File: config.mk
export PLATFORM = sky130hd
export DESIGN_NAME = uart_bootloader_host_framer_top
export DESIGN_NICKNAME = d
export VERILOG_FILES = /design/src/hw/rtl/ubhf_pkg.sv /design/src/hw/rtl/ubhf_front.sv /design/src/hw/rtl/ubhf_queue.sv /design/src/hw/rtl/ubhf_back.sv /design/src/hw/rtl/uart_bootloader_host_framer_top.sv
export VERILOG_INCLUDE_DIRS = /design/src /design/src/hw/rtl
export SDC_FILE = /design/constraint.sdc
export NUM_CORES = 1
export LEC_CHECK = 0
export BUFFER_PORTS_ARGS = -buffer_cell sky130_fd_sc_hd__buf_4
export CORE_ASPECT_RATIO = 1.25
export CORE_MARGIN = 2
export CORE_UTILIZATION = 60
export DETAILED_ROUTE_END_ITERATION = 7
export PLACE_DENSITY = 0.86
export SLEW_MARGIN = 20
export SYNTH_ARGS = -nofsm -noshare
export SYNTH_HDL_FRONTEND = slang
export SYNTH_SLANG_ARGS = --single-unit
File: constraint.sdc
create_clock -name i_clk -period 29.1 [get_ports i_clk]
set_input_delay 5.82 -clock i_clk [delete_from_list [all_inputs] [get_ports i_clk]]
set_output_delay 5.82 -clock i_clk [all_outputs]
set_load 0.01 [all_outputs]
File: src/hw/rtl/assert_macros.svh
// assertion macros shared by the rtl
// expects i_clk and i_rst_n in the using module
`ifndef ASSERT_MACROS_SVH
`define ASSERT_MACROS_SVH
`define ASSERT_CLK(label, prop, msg) \
label: assert property (@(posedge i_clk) disable iff (!i_rst_n) prop) else $error(msg);
`define ASSERT_CLK_ALWAYS(label, prop, msg) \
label: assert property (@(posedge i_clk) prop) else $error(msg);
`endif

File: src/hw/rtl/ubhf_pkg.sv
// types and constants of the bootloader host framer
// no dependencies
package ubhf_pkg;

    localparam logic [2:0] CMD_SYNC        = 3'd0;
    localparam logic [2:0] CMD_GET         = 3'd1;
    localparam logic [2:0] CMD_ERASE       = 3'd2;
    localparam logic [2:0] CMD_START_WRITE = 3'd3;
    localparam logic [2:0] CMD_START_READ  = 3'd4;
    localparam logic [2:0] CMD_WRITE_BYTE  = 3'd5;
    localparam logic [2:0] CMD_TARGET_BYTE = 3'd6;
    localparam logic [2:0] CMD_TICK        = 3'd7;

    localparam logic [1:0] KIND_TX     = 2'd0;
    localparam logic [1:0] KIND_RDATA  = 2'd1;
    localparam logic [1:0] KIND_REQ    = 2'd2;
    localparam logic [1:0] KIND_FINISH = 2'd3;

    localparam logic [1:0] ST_OK      = 2'd0;
    localparam logic [1:0] ST_NACK    = 2'd1;
    localparam logic [1:0] ST_TIMEOUT = 2'd2;
    localparam logic [1:0] ST_UNEXP   = 2'd3;

    localparam logic [2:0] OP_NONE  = 3'd0;
    localparam logic [2:0] OP_SYNC  = 3'd1;
    localparam logic [2:0] OP_GET   = 3'd2;
    localparam logic [2:0] OP_ERASE = 3'd3;
    localparam logic [2:0] OP_WRITE = 3'd4;
    localparam logic [2:0] OP_READ  = 3'd5;

    localparam logic [2:0] REG_ACK     = 3'd0;
    localparam logic [2:0] REG_GET_OP  = 3'd1;
    localparam logic [2:0] REG_READ_OP = 3'd2;
    localparam logic [2:0] REG_WRITE_OP = 3'd3;
    localparam logic [2:0] REG_ERASE_OP = 3'd4;
    localparam logic [2:0] REG_TIMEOUT = 3'd5;

    localparam logic [7:0] SYNC_BYTE = 8'h7F;
    localparam int MAX_RES = 6;

    typedef enum logic [13:0] {
        PH_IDLE        = 14'b00000000000001,
        PH_SYNC_ACK    = 14'b00000000000010,
        PH_GET_ACK     = 14'b00000000000100,
        PH_GET_N       = 14'b00000000001000,
        PH_GET_BODY    = 14'b00000000010000,
        PH_GET_END_ACK = 14'b00000000100000,
        PH_ERASE_ACK1  = 14'b00000001000000,
        PH_ERASE_ACK2  = 14'b00000010000000,
        PH_CMD_ACK     = 14'b00000100000000,
        PH_ADDR_ACK    = 14'b00001000000000,
        PH_RLEN_ACK    = 14'b00010000000000,
        PH_RDATA       = 14'b00100000000000,
        PH_WDATA       = 14'b01000000000000,
        PH_WSUM_ACK    = 14'b10000000000000
    } t_phase;

    typedef struct packed {
        logic [2:0]  cmd;
        logic [31:0] address;
        logic [15:0] length;
        logic [7:0]  data_byte;
    } t_in;

    typedef struct packed {
        logic [1:0] kind;
        logic [7:0] value;
        logic [8:0] chunk_length;
        logic [1:0] status;
        logic       last;
    } t_out;

    typedef struct packed {
        logic [1:0] kind;
        logic [7:0] value;
        logic [8:0] chunk_length;
        logic [1:0] status;
    } t_res;

    typedef struct packed {
        logic [2:0] count;
        t_res [MAX_RES-1:0] res;
    } t_pkt;

    typedef struct packed {
        logic [7:0]  ack_value;
        logic [7:0]  get_opcode;
        logic [7:0]  read_opcode;
        logic [7:0]  write_opcode;
        logic [7:0]  erase_opcode;
        logic [15:0] reply_timeout;
    } t_cfg;

endpackage

File: src/hw/rtl/ubhf_front.sv
// front part: protocol state, turns each input word into a result packet
// depends on ubhf_pkg
module ubhf_front #(
    parameter int CHUNK_MAX = 256
) (
    input  logic            i_clk,
    input  logic            i_rst_n,
    input  ubhf_pkg::t_cfg  i_cfg,
    input  ubhf_pkg::t_in   i_in,
    input  logic            i_take,
    output ubhf_pkg::t_pkt  o_pkt
);

    ubhf_pkg::t_phase r_phase, n_phase;
    logic [2:0]  r_op, n_op;
    logic [31:0] r_addr, n_addr;
    logic [15:0] r_rem, n_rem;
    logic [8:0]  r_cl, n_cl;
    logic [7:0]  r_sum, n_sum;
    logic [8:0]  r_rc, n_rc;
    logic [7:0]  r_ver, n_ver;
    logic [15:0] r_wt, n_wt;

    function automatic logic [8:0] f_chunk(input logic [15:0] r);
        return (r > 16'(CHUNK_MAX)) ? 9'(CHUNK_MAX) : r[8:0];
    endfunction

    function automatic ubhf_pkg::t_res f_res(input logic [1:0] k, input logic [7:0] v,
                                             input logic [8:0] c, input logic [1:0] s);
        ubhf_pkg::t_res r;
        r.kind = k;
        r.value = v;
        r.chunk_length = c;
        r.status = s;
        return r;
    endfunction

    always_comb begin
        ubhf_pkg::t_res [ubhf_pkg::MAX_RES-1:0] res;
        logic [2:0]  k;
        logic [7:0]  b;
        logic [7:0]  opc;
        logic [7:0]  cnt;
        logic [8:0]  cl_dec;
        logic [15:0] rem_dec;
        logic [15:0] wt_inc;
        logic [8:0]  rc_inc;
        logic        fin;
        logic [1:0]  fin_st;
        logic [7:0]  fin_val;
        logic        chunk;
        logic [15:0] chunk_rem;
        n_phase = r_phase;
        n_op = r_op;
        n_addr = r_addr;
        n_rem = r_rem;
        n_cl = r_cl;
        n_sum = r_sum;
        n_rc = r_rc;
        n_ver = r_ver;
        n_wt = r_wt;
        res = '0;
        k = '0;
        b = i_in.data_byte;
        cnt = 8'(r_cl - 9'd1);
        cl_dec = r_cl - 9'd1;
        rem_dec = r_rem - 16'd1;
        wt_inc = (r_wt < 16'hFFFF) ? r_wt + 16'd1 : r_wt;
        rc_inc = r_rc + 9'd1;
        fin = 1'b0;
        fin_st = ubhf_pkg::ST_OK;
        fin_val = '0;
        chunk = 1'b0;
        chunk_rem = r_rem;
        opc = '0;

        if (i_in.cmd <= ubhf_pkg::CMD_START_READ && r_phase != ubhf_pkg::PH_IDLE) begin
            res[k] = f_res(ubhf_pkg::KIND_FINISH, 8'd0, 9'd0, ubhf_pkg::ST_UNEXP);
            k = k + 3'd1;
        end else begin
            unique case (i_in.cmd)
                ubhf_pkg::CMD_SYNC: begin
                    n_op = ubhf_pkg::OP_SYNC;
                    n_phase = ubhf_pkg::PH_SYNC_ACK;
                    n_wt = '0;
                    res[k] = f_res(ubhf_pkg::KIND_TX, ubhf_pkg::SYNC_BYTE, 9'd0, ubhf_pkg::ST_OK);
                    k = k + 3'd1;
                end
                ubhf_pkg::CMD_GET: begin
                    n_op = ubhf_pkg::OP_GET;
                    n_phase = ubhf_pkg::PH_GET_ACK;
                    n_ver = '0;
                    n_wt = '0;
                    res[k] = f_res(ubhf_pkg::KIND_TX, i_cfg.get_opcode, 9'd0, ubhf_pkg::ST_OK);
                    k = k + 3'd1;
                    res[k] = f_res(ubhf_pkg::KIND_TX, ~i_cfg.get_opcode, 9'd0, ubhf_pkg::ST_OK);
                    k = k + 3'd1;
                end
                ubhf_pkg::CMD_ERASE: begin
                    n_op = ubhf_pkg::OP_ERASE;
                    n_phase = ubhf_pkg::PH_ERASE_ACK1;
                    n_wt = '0;
                    res[k] = f_res(ubhf_pkg::KIND_TX, i_cfg.erase_opcode, 9'd0,
                                   ubhf_pkg::ST_OK);
                    k = k + 3'd1;
                    res[k] = f_res(ubhf_pkg::KIND_TX, ~i_cfg.erase_opcode, 9'd0,
                                   ubhf_pkg::ST_OK);
                    k = k + 3'd1;
                end
                ubhf_pkg::CMD_START_WRITE, ubhf_pkg::CMD_START_READ: begin
                    if (i_in.length == 16'd0) begin
                        fin = 1'b1;
                    end else begin
                        n_op = (i_in.cmd == ubhf_pkg::CMD_START_WRITE) ?
                               ubhf_pkg::OP_WRITE : ubhf_pkg::OP_READ;
                        n_addr = i_in.address;
                        n_rem = i_in.length;
                        chunk = 1'b1;
                        chunk_rem = i_in.length;
                    end
                end
                ubhf_pkg::CMD_WRITE_BYTE: begin
                    if (r_phase != ubhf_pkg::PH_WDATA) begin
                        res[k] = f_res(ubhf_pkg::KIND_FINISH, 8'd0, 9'd0, ubhf_pkg::ST_UNEXP);
                        k = k + 3'd1;
                    end else begin
                        res[k] = f_res(ubhf_pkg::KIND_TX, b, 9'd0, ubhf_pkg::ST_OK);
                        k = k + 3'd1;
                        n_sum = r_sum ^ b;
                        n_addr = r_addr + 32'd1;
                        n_rem = rem_dec;
                        n_cl = cl_dec;
                        if (cl_dec == 9'd0) begin
                            res[k] = f_res(ubhf_pkg::KIND_TX, r_sum ^ b, 9'd0, ubhf_pkg::ST_OK);
                            k = k + 3'd1;
                            n_phase = ubhf_pkg::PH_WSUM_ACK;
                            n_wt = '0;
                        end
                    end
                end
                ubhf_pkg::CMD_TARGET_BYTE: begin
                    if (r_phase == ubhf_pkg::PH_IDLE || r_phase == ubhf_pkg::PH_WDATA) begin
                        res[k] = f_res(ubhf_pkg::KIND_FINISH, 8'd0, 9'd0, ubhf_pkg::ST_UNEXP);
                        k = k + 3'd1;
                    end else begin
                        n_wt = '0;
                        unique case (r_phase)
                            ubhf_pkg::PH_GET_N: begin
                                n_cl = {1'b0, b} + 9'd1;
                                n_rc = '0;
                                n_phase = ubhf_pkg::PH_GET_BODY;
                            end
                            ubhf_pkg::PH_GET_BODY: begin
                                if (r_rc == 9'd0) n_ver = b;
                                n_rc = rc_inc;
                                if (rc_inc >= r_cl) n_phase = ubhf_pkg::PH_GET_END_ACK;
                            end
                            ubhf_pkg::PH_RDATA: begin
                                res[k] = f_res(ubhf_pkg::KIND_RDATA, b, 9'd0, ubhf_pkg::ST_OK);
                                k = k + 3'd1;
                                n_addr = r_addr + 32'd1;
                                n_rem = rem_dec;
                                n_cl = cl_dec;
                                if (cl_dec == 9'd0) begin
                                    if (rem_dec != 16'd0) begin
                                        chunk = 1'b1;
                                        chunk_rem = rem_dec;
                                    end else begin
                                        fin = 1'b1;
                                    end
                                end
                            end
                            default: begin
                                if (b != i_cfg.ack_value) begin
                                    fin = 1'b1;
                                    fin_st = ubhf_pkg::ST_NACK;
                                end else begin
                                    unique case (r_phase)
                                        ubhf_pkg::PH_GET_ACK: n_phase = ubhf_pkg::PH_GET_N;
                                        ubhf_pkg::PH_GET_END_ACK: begin
                                            fin = 1'b1;
                                            fin_val = r_ver;
                                        end
                                        ubhf_pkg::PH_ERASE_ACK1: begin
                                            res[k] = f_res(ubhf_pkg::KIND_TX, 8'hFF, 9'd0,
                                                           ubhf_pkg::ST_OK);
                                            k = k + 3'd1;
                                            res[k] = f_res(ubhf_pkg::KIND_TX, 8'h00, 9'd0,
                                                           ubhf_pkg::ST_OK);
                                            k = k + 3'd1;
                                            n_phase = ubhf_pkg::PH_ERASE_ACK2;
                                        end
                                        ubhf_pkg::PH_CMD_ACK: begin
                                            res[k] = f_res(ubhf_pkg::KIND_TX, r_addr[31:24],
                                                           9'd0, ubhf_pkg::ST_OK);
                                            k = k + 3'd1;
                                            res[k] = f_res(ubhf_pkg::KIND_TX, r_addr[23:16],
                                                           9'd0, ubhf_pkg::ST_OK);
                                            k = k + 3'd1;
                                            res[k] = f_res(ubhf_pkg::KIND_TX, r_addr[15:8],
                                                           9'd0, ubhf_pkg::ST_OK);
                                            k = k + 3'd1;
                                            res[k] = f_res(ubhf_pkg::KIND_TX, r_addr[7:0],
                                                           9'd0, ubhf_pkg::ST_OK);
                                            k = k + 3'd1;
                                            res[k] = f_res(ubhf_pkg::KIND_TX,
                                                           r_addr[31:24] ^ r_addr[23:16] ^
                                                           r_addr[15:8] ^ r_addr[7:0],
                                                           9'd0, ubhf_pkg::ST_OK);
                                            k = k + 3'd1;
                                            n_phase = ubhf_pkg::PH_ADDR_ACK;
                                        end
                                        ubhf_pkg::PH_ADDR_ACK: begin
                                            res[k] = f_res(ubhf_pkg::KIND_TX, cnt, 9'd0,
                                                           ubhf_pkg::ST_OK);
                                            k = k + 3'd1;
                                            if (r_op == ubhf_pkg::OP_READ) begin
                                                res[k] = f_res(ubhf_pkg::KIND_TX, ~cnt, 9'd0,
                                                               ubhf_pkg::ST_OK);
                                                k = k + 3'd1;
                                                n_phase = ubhf_pkg::PH_RLEN_ACK;
                                            end else begin
                                                n_sum = cnt;
                                                res[k] = f_res(ubhf_pkg::KIND_REQ, 8'd0, r_cl,
                                                               ubhf_pkg::ST_OK);
                                                k = k + 3'd1;
                                                n_phase = ubhf_pkg::PH_WDATA;
                                            end
                                        end
                                        ubhf_pkg::PH_RLEN_ACK: n_phase = ubhf_pkg::PH_RDATA;
                                        ubhf_pkg::PH_WSUM_ACK: begin
                                            if (r_rem != 16'd0) chunk = 1'b1;
                                            else fin = 1'b1;
                                        end
                                        default: fin = 1'b1;
                                    endcase
                                end
                            end
                        endcase
                    end
                end
                default: begin
                    if (r_phase != ubhf_pkg::PH_IDLE && r_phase != ubhf_pkg::PH_WDATA) begin
                        n_wt = wt_inc;
                        if (wt_inc >= i_cfg.reply_timeout) begin
                            fin = 1'b1;
                            fin_st = ubhf_pkg::ST_TIMEOUT;
                        end
                    end
                end
            endcase
        end

        if (chunk) begin
            opc = (n_op == ubhf_pkg::OP_WRITE) ? i_cfg.write_opcode : i_cfg.read_opcode;
            n_cl = f_chunk(chunk_rem);
            n_phase = ubhf_pkg::PH_CMD_ACK;
            n_wt = '0;
            res[k] = f_res(ubhf_pkg::KIND_TX, opc, 9'd0, ubhf_pkg::ST_OK);
            k = k + 3'd1;
            res[k] = f_res(ubhf_pkg::KIND_TX, ~opc, 9'd0, ubhf_pkg::ST_OK);
            k = k + 3'd1;
        end
        if (fin) begin
            n_phase = ubhf_pkg::PH_IDLE;
            n_op = ubhf_pkg::OP_NONE;
            n_wt = '0;
            res[k] = f_res(ubhf_pkg::KIND_FINISH, fin_val, 9'd0, fin_st);
            k = k + 3'd1;
        end
        o_pkt.count = k;
        o_pkt.res = res;
    end

    always_ff @(posedge i_clk) begin
        if (!i_rst_n) begin
            r_phase <= ubhf_pkg::PH_IDLE;
            r_op <= ubhf_pkg::OP_NONE;
            r_addr <= '0;
            r_rem <= '0;
            r_cl <= '0;
            r_sum <= '0;
            r_rc <= '0;
            r_ver <= '0;
            r_wt <= '0;
        end else if (i_take) begin
            r_phase <= n_phase;
            r_op <= n_op;
            r_addr <= n_addr;
            r_rem <= n_rem;
            r_cl <= n_cl;
            r_sum <= n_sum;
            r_rc <= n_rc;
            r_ver <= n_ver;
            r_wt <= n_wt;
        end
    end

endmodule

File: src/hw/rtl/ubhf_queue.sv
// two-entry packet queue between front and back
// depends on ubhf_pkg
module ubhf_queue (
    input  logic           i_clk,
    input  logic           i_rst_n,
    input  logic           i_push,
    input  ubhf_pkg::t_pkt i_pkt,
    input  logic           i_pop,
    output ubhf_pkg::t_pkt o_head,
    output logic [1:0]     o_level
);

    ubhf_pkg::t_pkt r_mem [2];
    logic r_wp, r_rp;
    logic [1:0] r_level;

    always_ff @(posedge i_clk) begin
        if (i_push) r_mem[r_wp] <= i_pkt;
    end

    always_ff @(posedge i_clk) begin
        if (!i_rst_n) begin
            r_wp <= 1'b0;
            r_rp <= 1'b0;
            r_level <= '0;
        end else begin
            if (i_push) r_wp <= ~r_wp;
            if (i_pop) r_rp <= ~r_rp;
            r_level <= r_level + {1'b0, i_push} - {1'b0, i_pop};
        end
    end

    assign o_head = r_mem[r_rp];
    assign o_level = r_level;

endmodule

File: src/hw/rtl/ubhf_back.sv
// back part: plays out the words of the head packet one per cycle while i_ready is high
// depends on ubhf_pkg
module ubhf_back (
    input  logic           i_clk,
    input  logic           i_rst_n,
    input  ubhf_pkg::t_pkt i_head,
    input  logic           i_head_valid,
    input  logic           i_ready,
    output logic           o_pop,
    output logic           o_valid,
    output ubhf_pkg::t_out o_out
);

    logic [2:0] r_idx;
    logic last;
    ubhf_pkg::t_res cur;

    assign cur = i_head.res[r_idx];
    assign last = (r_idx == i_head.count - 3'd1);
    assign o_valid = i_head_valid;
    assign o_pop = i_head_valid && i_ready && last;

    always_comb begin
        o_out.kind = cur.kind;
        o_out.value = cur.value;
        o_out.chunk_length = cur.chunk_length;
        o_out.status = cur.status;
        o_out.last = last;
    end

    always_ff @(posedge i_clk) begin
        if (!i_rst_n) begin
            r_idx <= '0;
        end else if (i_head_valid && i_ready) begin
            r_idx <= last ? 3'd0 : r_idx + 3'd1;
        end
    end

endmodule

File: src/hw/rtl/uart_bootloader_host_framer_top.sv
// top level of the bootloader host framer: config registers, front, queue, back
// depends on ubhf_pkg, ubhf_front, ubhf_queue, ubhf_back, assert_macros.svh
//
// channel  direction  handshake                 payload
// in       input      i_in_valid / o_in_ready   i_in  (t_in)
// out      output     o_out_valid / i_out_ready o_out (t_out)
// cfg      input      i_cfg_we                  i_cfg_idx, i_cfg_data
//
// one input word accepted per cycle while the two-entry queue has room
// each input word gives 0 to 5 output words, played out one per ready cycle
// protocol state updates in the cycle the word is accepted
// synchronous active-low reset empties the queue and returns to idle
`include "assert_macros.svh"
module uart_bootloader_host_framer_top #(
    parameter int CHUNK_MAX = 256
) (
    input  logic           i_clk,
    input  logic           i_rst_n,
    input  logic           i_in_valid,
    output logic           o_in_ready,
    input  ubhf_pkg::t_in  i_in,
    output logic           o_out_valid,
    input  logic           i_out_ready,
    output ubhf_pkg::t_out o_out,
    input  logic           i_cfg_we,
    input  logic [2:0]     i_cfg_idx,
    input  logic [15:0]    i_cfg_data
);

    ubhf_pkg::t_cfg r_cfg;
    ubhf_pkg::t_pkt pkt, head;
    logic [1:0] level;
    logic take, push, pop;

    always_ff @(posedge i_clk) begin
        if (!i_rst_n) begin
            r_cfg.ack_value <= 8'h79;
            r_cfg.get_opcode <= 8'h00;
            r_cfg.read_opcode <= 8'h11;
            r_cfg.write_opcode <= 8'h31;
            r_cfg.erase_opcode <= 8'h43;
            r_cfg.reply_timeout <= 16'd300;
        end else if (i_cfg_we) begin
            case (i_cfg_idx)
                ubhf_pkg::REG_ACK:      r_cfg.ack_value <= i_cfg_data[7:0];
                ubhf_pkg::REG_GET_OP:   r_cfg.get_opcode <= i_cfg_data[7:0];
                ubhf_pkg::REG_READ_OP:  r_cfg.read_opcode <= i_cfg_data[7:0];
                ubhf_pkg::REG_WRITE_OP: r_cfg.write_opcode <= i_cfg_data[7:0];
                ubhf_pkg::REG_ERASE_OP: r_cfg.erase_opcode <= i_cfg_data[7:0];
                ubhf_pkg::REG_TIMEOUT:  r_cfg.reply_timeout <= i_cfg_data;
                default: ;
            endcase
        end
    end

    assign o_in_ready = (level != 2'd2);
    assign take = i_in_valid && o_in_ready;
    assign push = take && (pkt.count != 3'd0);

    ubhf_front #(.CHUNK_MAX(CHUNK_MAX)) u_front (
        .i_clk   (i_clk),
        .i_rst_n (i_rst_n),
        .i_cfg   (r_cfg),
        .i_in    (i_in),
        .i_take  (take),
        .o_pkt   (pkt)
    );

    ubhf_queue u_queue (
        .i_clk   (i_clk),
        .i_rst_n (i_rst_n),
        .i_push  (push),
        .i_pkt   (pkt),
        .i_pop   (pop),
        .o_head  (head),
        .o_level (level)
    );

    ubhf_back u_back (
        .i_clk        (i_clk),
        .i_rst_n      (i_rst_n),
        .i_head       (head),
        .i_head_valid (level != 2'd0),
        .i_ready      (i_out_ready),
        .o_pop        (pop),
        .o_valid      (o_out_valid),
        .o_out        (o_out)
    );

    `ASSERT_CLK(a_full_blocks, (level == 2'd2) |-> !o_in_ready, "input taken with queue full")
    `ASSERT_CLK(a_level_range, level != 2'd3, "queue level overflow")
    `ASSERT_CLK(a_burst_holds, (o_out_valid && i_out_ready && !o_out.last) |=> o_out_valid, "packet cut short")
    `ASSERT_CLK(a_head_nonempty, o_out_valid |-> (head.count != 3'd0), "empty packet queued")

endmodule

Yosys cells after proc, flatten, opt, wreduce, memory -nomap -nowiden --
Memories as Yosys holds them, arrays and structs flattened. A register that Yosys moved wholly into a read port is not among the register bits. Index checks and enable logic that the tools add are counted.
Cells by class: add/sub/neg operators 13, multiply operators 0, divide/modulo/power cells 0, magnitude comparators 12, equality and inequality tests 53, shift operators 0, multiplexer cells 141, bitwise logic cells 12, reductions and logical operators 49
Operators with widths (count):
- 126-bit bitwise mux | 3
- 16-bit 2-to-1 mux | 17
- 126-bit 2-to-1 mux | 2
- 84-bit 2-to-1 mux | 3
- 21-bit demux with 3-bit select | 3
- 21-bit 2-to-1 mux | 9
- 14-bit one-hot mux with 5 select lines | 2
- 32-bit 2-to-1 mux | 4
- 8-bit 2-to-1 mux | 16
- 42-bit one-hot mux with 3 select lines | 1
- 14-bit 2-to-1 mux | 8
- 105-bit 2-to-1 mux | 1
- 21-bit one-hot mux with 5 select lines | 1
- 32-bit one-hot mux with 3 select lines | 1
- 21-bit one-hot mux with 4 select lines | 1
- 16-bit one-hot mux with 4 select lines | 1
- 21-bit binary-select mux with 3-bit select | 1
- 63-bit 2-to-1 mux | 1
- 61-bit 2-to-1 mux | 1
- 9-bit one-hot mux with 2 select lines | 3
- 16-bit one-hot mux with 3 select lines | 1
- 9-bit 2-to-1 mux | 5
- 14-bit one-hot mux with 3 select lines | 1
- 21-bit one-hot mux with 2 select lines | 1
- other kinds (83) | 193
Word-level totals: flip-flop bits (word level) 178, bits in latches 0, memory bits (writable) 258, ROM bits 0, bits of input ports 83, output and inout port bits 24, memories 1
Memory list:
- u_queue.r_mem | words 2, width 129, read ports 1, clocked after memory_dff 1, write ports 1, RTL line ubhf_queue.sv:13 | ubhf_pkg::t_pkt r_mem [2];

Longest topological paths before layout --
word-level depth 17, gate-level depth with buffers 25

Modules after synthesis --
A second synthesis with hierarchy kept.
Second synthesis, totals: cells, all modules 2509, area, all modules 24994.0 µm²
By module, submodules not included:
- ubhf_front | instances 1, cells each 1740, area an instance 11888.9 µm², sequential area each 2302.2 µm²
- ubhf_queue | instances 1, cells each 420, area an instance 9566.7 µm², sequential area each 7847.5 µm²
- uart_bootloader_host_framer_top | instances 1, cells each 218, area an instance 2218.4 µm², sequential area each 1121.1 µm²
- ubhf_back | instances 1, cells each 131, area an instance 1320.0 µm², sequential area each 60.1 µm²

Worst setup path before layout --
OpenSTA, ideal clock, no wires.
path kind in2reg, start point in i_in[3] (netlist name), end point mem u_queue.r_mem[0][0] (netlist name), enable pin, library setup time 0.528 ns, arrival 12.600 ns, data required time 28.572 ns, path slack 15.971 ns, stages on the path 19, path buffers 3, cell sequence clkbuf_1 -> xor2_1 -> nor4_1 -> and2_1 -> and2_1 -> a32o_1 -> o21ai_0 -> clkbuf_1 -> inv_1 -> ha_1 -> clkbuf_1 -> xnor2_1 -> o21ai_1 -> ha_1 -> nor2_1 -> o21ai_0 -> mux2i_1 -> a31oi_1 -> nor2b_1
Between the ends: word-level cells in the longest chain between the ends 15
RTL lines:
- start: declaration | RTL line uart_bootloader_host_framer_top.sv:21 | input ubhf_pkg::t_in i_in,
- 8-bit inequality test * | RTL line ubhf_front.sv:174 | if (b != i_cfg.ack_value) begin
- 3-bit 2-to-1 mux | RTL line ubhf_front.sv:174
- 3-bit one-hot mux with 2 select lines | RTL line ubhf_front.sv:147 | unique case (r_phase)
- 3-bit 2-to-1 mux | RTL line ubhf_front.sv:142 | if (r_phase == ubhf_pkg::PH_IDLE || r_phase == ubhf_pkg::PH_WDATA) begin
- 3-bit one-hot mux with 4 select lines | RTL line ubhf_front.sv:81 | unique case (i_in.cmd)
- 3-bit 2-to-1 mux | RTL line ubhf_front.sv:77 | if (i_in.cmd <= ubhf_pkg::CMD_START_READ && r_phase != ubhf_pkg::PH_IDLE) begin
- 3-bit by 1-bit adder with 3-bit output | RTL line ubhf_front.sv:260 | k = k + 3'd1;
- 3-bit by 1-bit adder with 3-bit output | RTL line ubhf_front.sv:262 | k = k + 3'd1;
- 3-bit 2-to-1 mux | RTL line ubhf_front.sv:254 | if (chunk) begin
- 3-bit by 1-bit adder with 3-bit output | RTL line ubhf_front.sv:269 | k = k + 3'd1;
- 3-bit 2-to-1 mux * | RTL line ubhf_front.sv:264 | if (fin) begin
- 3-bit nonzero test * | RTL line uart_bootloader_host_framer_top.sv:58 | assign push = take && (pkt.count != 3'd0);
- 1-bit logical AND * | RTL line uart_bootloader_host_framer_top.sv:58
- 1-bit 2-to-1 mux * | RTL line ubhf_queue.sv:18 | if (i_push) r_mem[r_wp] <= i_pkt;
- 1-bit 2-to-1 mux (not written as such) * | RTL line ubhf_queue.sv:18
- end: declaration | RTL line ubhf_queue.sv:13
Mark *: on every way between the ends. The rest lies on a longest branch, timed or not.

Worst setup path in the final report --
start point in i_in[21] (netlist name), end point mem u_queue.r_mem[0][58] (netlist name), enable pin
Between the ends: word-level cells in the longest chain between the ends 11
RTL lines:
- 16-bit logical NOT * | RTL line ubhf_front.sv:111 | if (i_in.length == 16'd0) begin
- 1-bit 2-to-1 mux | RTL line ubhf_front.sv:111
- 1-bit one-hot mux with 2 select lines | RTL line ubhf_front.sv:81
- 1-bit 2-to-1 mux | RTL line ubhf_front.sv:77
- 3-bit 2-to-1 mux | RTL line ubhf_front.sv:254
- 3-bit by 1-bit adder with 3-bit output | RTL line ubhf_front.sv:269
- 3-bit 2-to-1 mux * | RTL line ubhf_front.sv:264
- 3-bit nonzero test * | RTL line uart_bootloader_host_framer_top.sv:58
- 1-bit logical AND * | RTL line uart_bootloader_host_framer_top.sv:58
- 1-bit 2-to-1 mux * | RTL line ubhf_queue.sv:18
- 1-bit 2-to-1 mux (not written as such) * | RTL line ubhf_queue.sv:18
Marked as above.

==> impl_metrics.yaml <==
setup_path:
  critPathArrivalTime_ps: 11320
  cp_top_family: "simple AND/OR/NAND/NOR gates"
  required_ps: 29260
  endpoint_kind: "register"
  crit_chain: "buf_4 > nor4_1 > nand4_1 > nor2_1 > buf_4 > o41ai_1 > a21oi_1 > a21o_1 > o21ai_1 > ha_1 > nor2_1 > o21ai_0 > mux2i_1 > a31oi_1 > nor2b_4 > buf_4"
  crit_fanout: 68
  critical_path_buf_inv_count: 3
  cp_slowest_cell: "buf_4"
  cp-start-kind: "input port"
  cp_common_cell: "buf_4"
  worst-setup-path-type: "in -> reg"
  slowest_delay_ps: 760
routing:
  routed.top_layer: "met4"
  drtIter0Drc: 2089
  drtPass1Iterations: 8
  ant_nets: 0
  vias: 17800
  wl_met2_mm: 31.3
  wl_per_cell_microns: 23.9
  drt_wl_total_mm: 63.7
  wl_met3_mm: 4.64
  drc: 0
  wl_met1_mm: 23.3
  vias_per_cell: 6.67
finish:
  layout-drive-gt1-share_pct: 11.7
  final_common_cell: "nand2_1"
  layout_common_cells: "nand2_1, nor2_1, dfxtp_1, a21oi_1, edfxtp_1"
  synthToLayoutAreaGrowth_pct: 11.4
  nFillCells: 2534
  fin_cells: 2664
  fin_util_pct: 67.4
  nets: 2343
place:
  portBuffers: 106
  hpwlAfterDp_mm: 45.8
  dp.cells: 2599
  dp_slack_ps: 17570
  gp_congestion: 1.01
power:
  leakagePower_nw: 8.03
  ir_drop_mv: 0.0811
  cellPowerDensity_nw_per_um2: 61.0
floorplan:
  fp.dieW_microns: 166
  row_count: 74
  dieArea_sq_um: 34200
  start_util_pct: 60.4
  die-height_microns: 206
  pin_count: 107
  coreArea_sq_um: 32500
logic_synthesis:
  synth_enable_flop_cells: 160
  synth.distinct_cells: 89
  avgSynthCellArea_sq_um: 8.97
  synth_seq_cells: 339
  yosysWarnings: 0
  ys.flop_type: "dfxtp_1"
  netlist_area_sq_um: 19600
  ys_seq_area_share_pct: 42.7
  syn_inst: 2190
  synth-async-reset-ratio_pct: 0
cts:
  post_cts_buffers: 0
  cts_root_buffer: "clkbuf_16"
  cts_tree: "yes"
  ctsResizeCount: 0
  cts_buffers: 35
  cts_sinks: 339
  cts_hold_buf: 0
  htree_levels: 2
  clk_pin_slew_ps: 60
  cts_buffer_depth: 3
  clk_latency_ps: 550
sta:
  hold_viol: 0
  max_freq_mhz: 89.7
  slew_headroom_pct: 15.9
  rsz0062_at_grt: "false"
  fin_crit_sh_pct: 38.3
  setup_viol: 0
  tightest_slew_ps: 1260
  finClkSkew_ps: 20.7
  report.final.slew_viol_count: 0
  layout_min_cycle_time_ps: 11150
  setup_tns_ps: 0
  setup_slack_ps: 17950
worst_hold_path:
  hold_path.class: "reg -> reg"
global_route:
  grt_pass1_vias: 16900
  antenna_found_initial: 0
  grt_usage_pct: 36.0
  overflow: 0
  grt_pass1_wl_mm: 95.9
  grt_max_degree: 81
job:
  maxCapViolCount: 0
outcome:
  outcome: "completed"
-- layout make-up --
class | instances | area [sq um] | share of cell area (%)
clock buffer | 48 | 997 | 4.56
inverter | 78 | 295 | 1.35
sequential | 339 | 8390 | 38.3
tap | 418 | 523 | 2.39
multi-input combinational | 1639 | 10500 | 48.0
clock inverter | 15 | 219 | 1.00
timing repair buffer | 126 | 966 | 4.41
antenna | 1 | 2.50 | 0.0114
-- metrics by stage --
| stage | cell area [sq um] | total power [mW] | hold slack, ps |
|---|---|---|---|
| 2_1_floorplan | 19700 | 0.757 | 432 |
| 3_3_place_gp | 20600 | 0.845 | 441 |
| 3_5_place_dp | 20600 | 0.854 | 446 |
| 4_1_cts | 21900 | 1.33 | 456 |
| 5_1_grt | 21900 | 1.38 | 473 |
| 6_report | 21900 | 1.33 | 453 |
-- synth_stat cells, drive strengths merged (7+ instances only) --
| master | n | area (sq um) |
|---|---|---|
| nand2 | 248 | 933 |
| nor2 | 197 | 739 |
| dfxtp | 179 | 3580 |
| a21oi | 167 | 843 |
| edfxtp | 160 | 4800 |
| clkbuf | 143 | 537 |
| o21ai | 131 | 656 |
| inv | 77 | 289 |
| mux2i | 74 | 741 |
| nand3 | 73 | 365 |
| nor3 | 58 | 312 |
| xnor2 | 58 | 508 |
| ha | 41 | 513 |
| nor4 | 36 | 231 |
| o22ai | 36 | 225 |
| mux4 | 34 | 766 |
| nand4 | 32 | 215 |
| and3 | 30 | 188 |
| xor2 | 30 | 263 |
| a211oi | 25 | 188 |
| a22o | 24 | 210 |
| a22oi | 24 | 180 |
| a31oi | 22 | 138 |
| and2 | 22 | 138 |
| o211ai | 21 | 158 |
| buf | 18 | 83.8 |
| a21o | 17 | 128 |
| nand2b | 17 | 106 |
| nand3b | 16 | 120 |
| or2 | 16 | 100 |
| or4 | 15 | 120 |
| nor3b | 12 | 95.1 |
| or3 | 11 | 68.8 |
| o221ai | 10 | 87.6 |
| o31ai | 9 | 81.3 |
| and4 | 8 | 70.1 |
| nor2b | 8 | 50.1 |
| nor4b | 7 | 61.3 |
-- worst paths after layout --
path / start / to / slack, ps / cells after the start
worst max-delay path: i_in[21] / u_queue.r_mem[0][58]$_DFFE_PP_ / 17950 / 16
worst min-delay path: r_cfg[25]$_SDFFE_PN0P_ / r_cfg[25]$_SDFFE_PN0P_ / 450 / 2
worst max register to register: u_front.r_cl[0]$_SDFFE_PN0P_ / u_queue.r_mem[0][58]$_DFFE_PP_ / 21890 / 18
worst min register to register: r_cfg[25]$_SDFFE_PN0P_ / r_cfg[25]$_SDFFE_PN0P_ / 450 / 2
-- worst min-delay path, cell delays in order (launching register included) --
cell and delay [ps]:
dfxtp_1 310, nand2_1 50, a21oi_1 50
-- per-layer routing --
metal / global-route usage [%] / vias up
met4: 21.2 / 0
li1: - / 8098
met1: 42.7 / 8461
met2: 63.4 / 963
met3: 4.50 / 260
met5: 0 / -
-- sequential cells by signal (all words and copies together), names as in the netlist, named ones only --
| signal | count |
|---|---|
| u_queue.r_mem | 160 |
| r_cfg | 56 |
| u_front.r_addr | 32 |
| u_front.r_rem | 16 |
| u_front.r_wt | 16 |
| u_front.r_phase | 14 |
| u_front.r_cl | 9 |
| u_front.r_rc | 9 |
| u_front.r_sum | 8 |
| u_front.r_ver | 8 |
| u_back.r_idx | 3 |
| u_front.r_op | 3 |
| u_queue.o_level | 2 |
| u_queue.r_rp | 1 |
| u_queue.r_wp | 1 |
-- where the power goes --
part | leakage [nW] | switching (mW) | internal (mW)
clock | 0.598 | 0.193 | 0.286
combinational | 4.50 | 0.181 | 0.108
sequential | 2.93 | 0.0252 | 0.541
-- cell families after synthesis --
| family | count (synthesis) | synth area share [%] |
|---|---|---|
| DFF | 339 | 42.7 |
| buffers and inverters | 239 | 4.65 |
| and+or+nand+nor | 821 | 20.6 |
| xor gates and xnor gates | 88 | 3.92 |
| AOI/OAI and AO/OA | 551 | 17.7 |
| muxes | 109 | 7.73 |
| adders and majority gates | 42 | 2.66 |
| other | 1 | 0.0191 |
(Power assumes the default switching activity.)
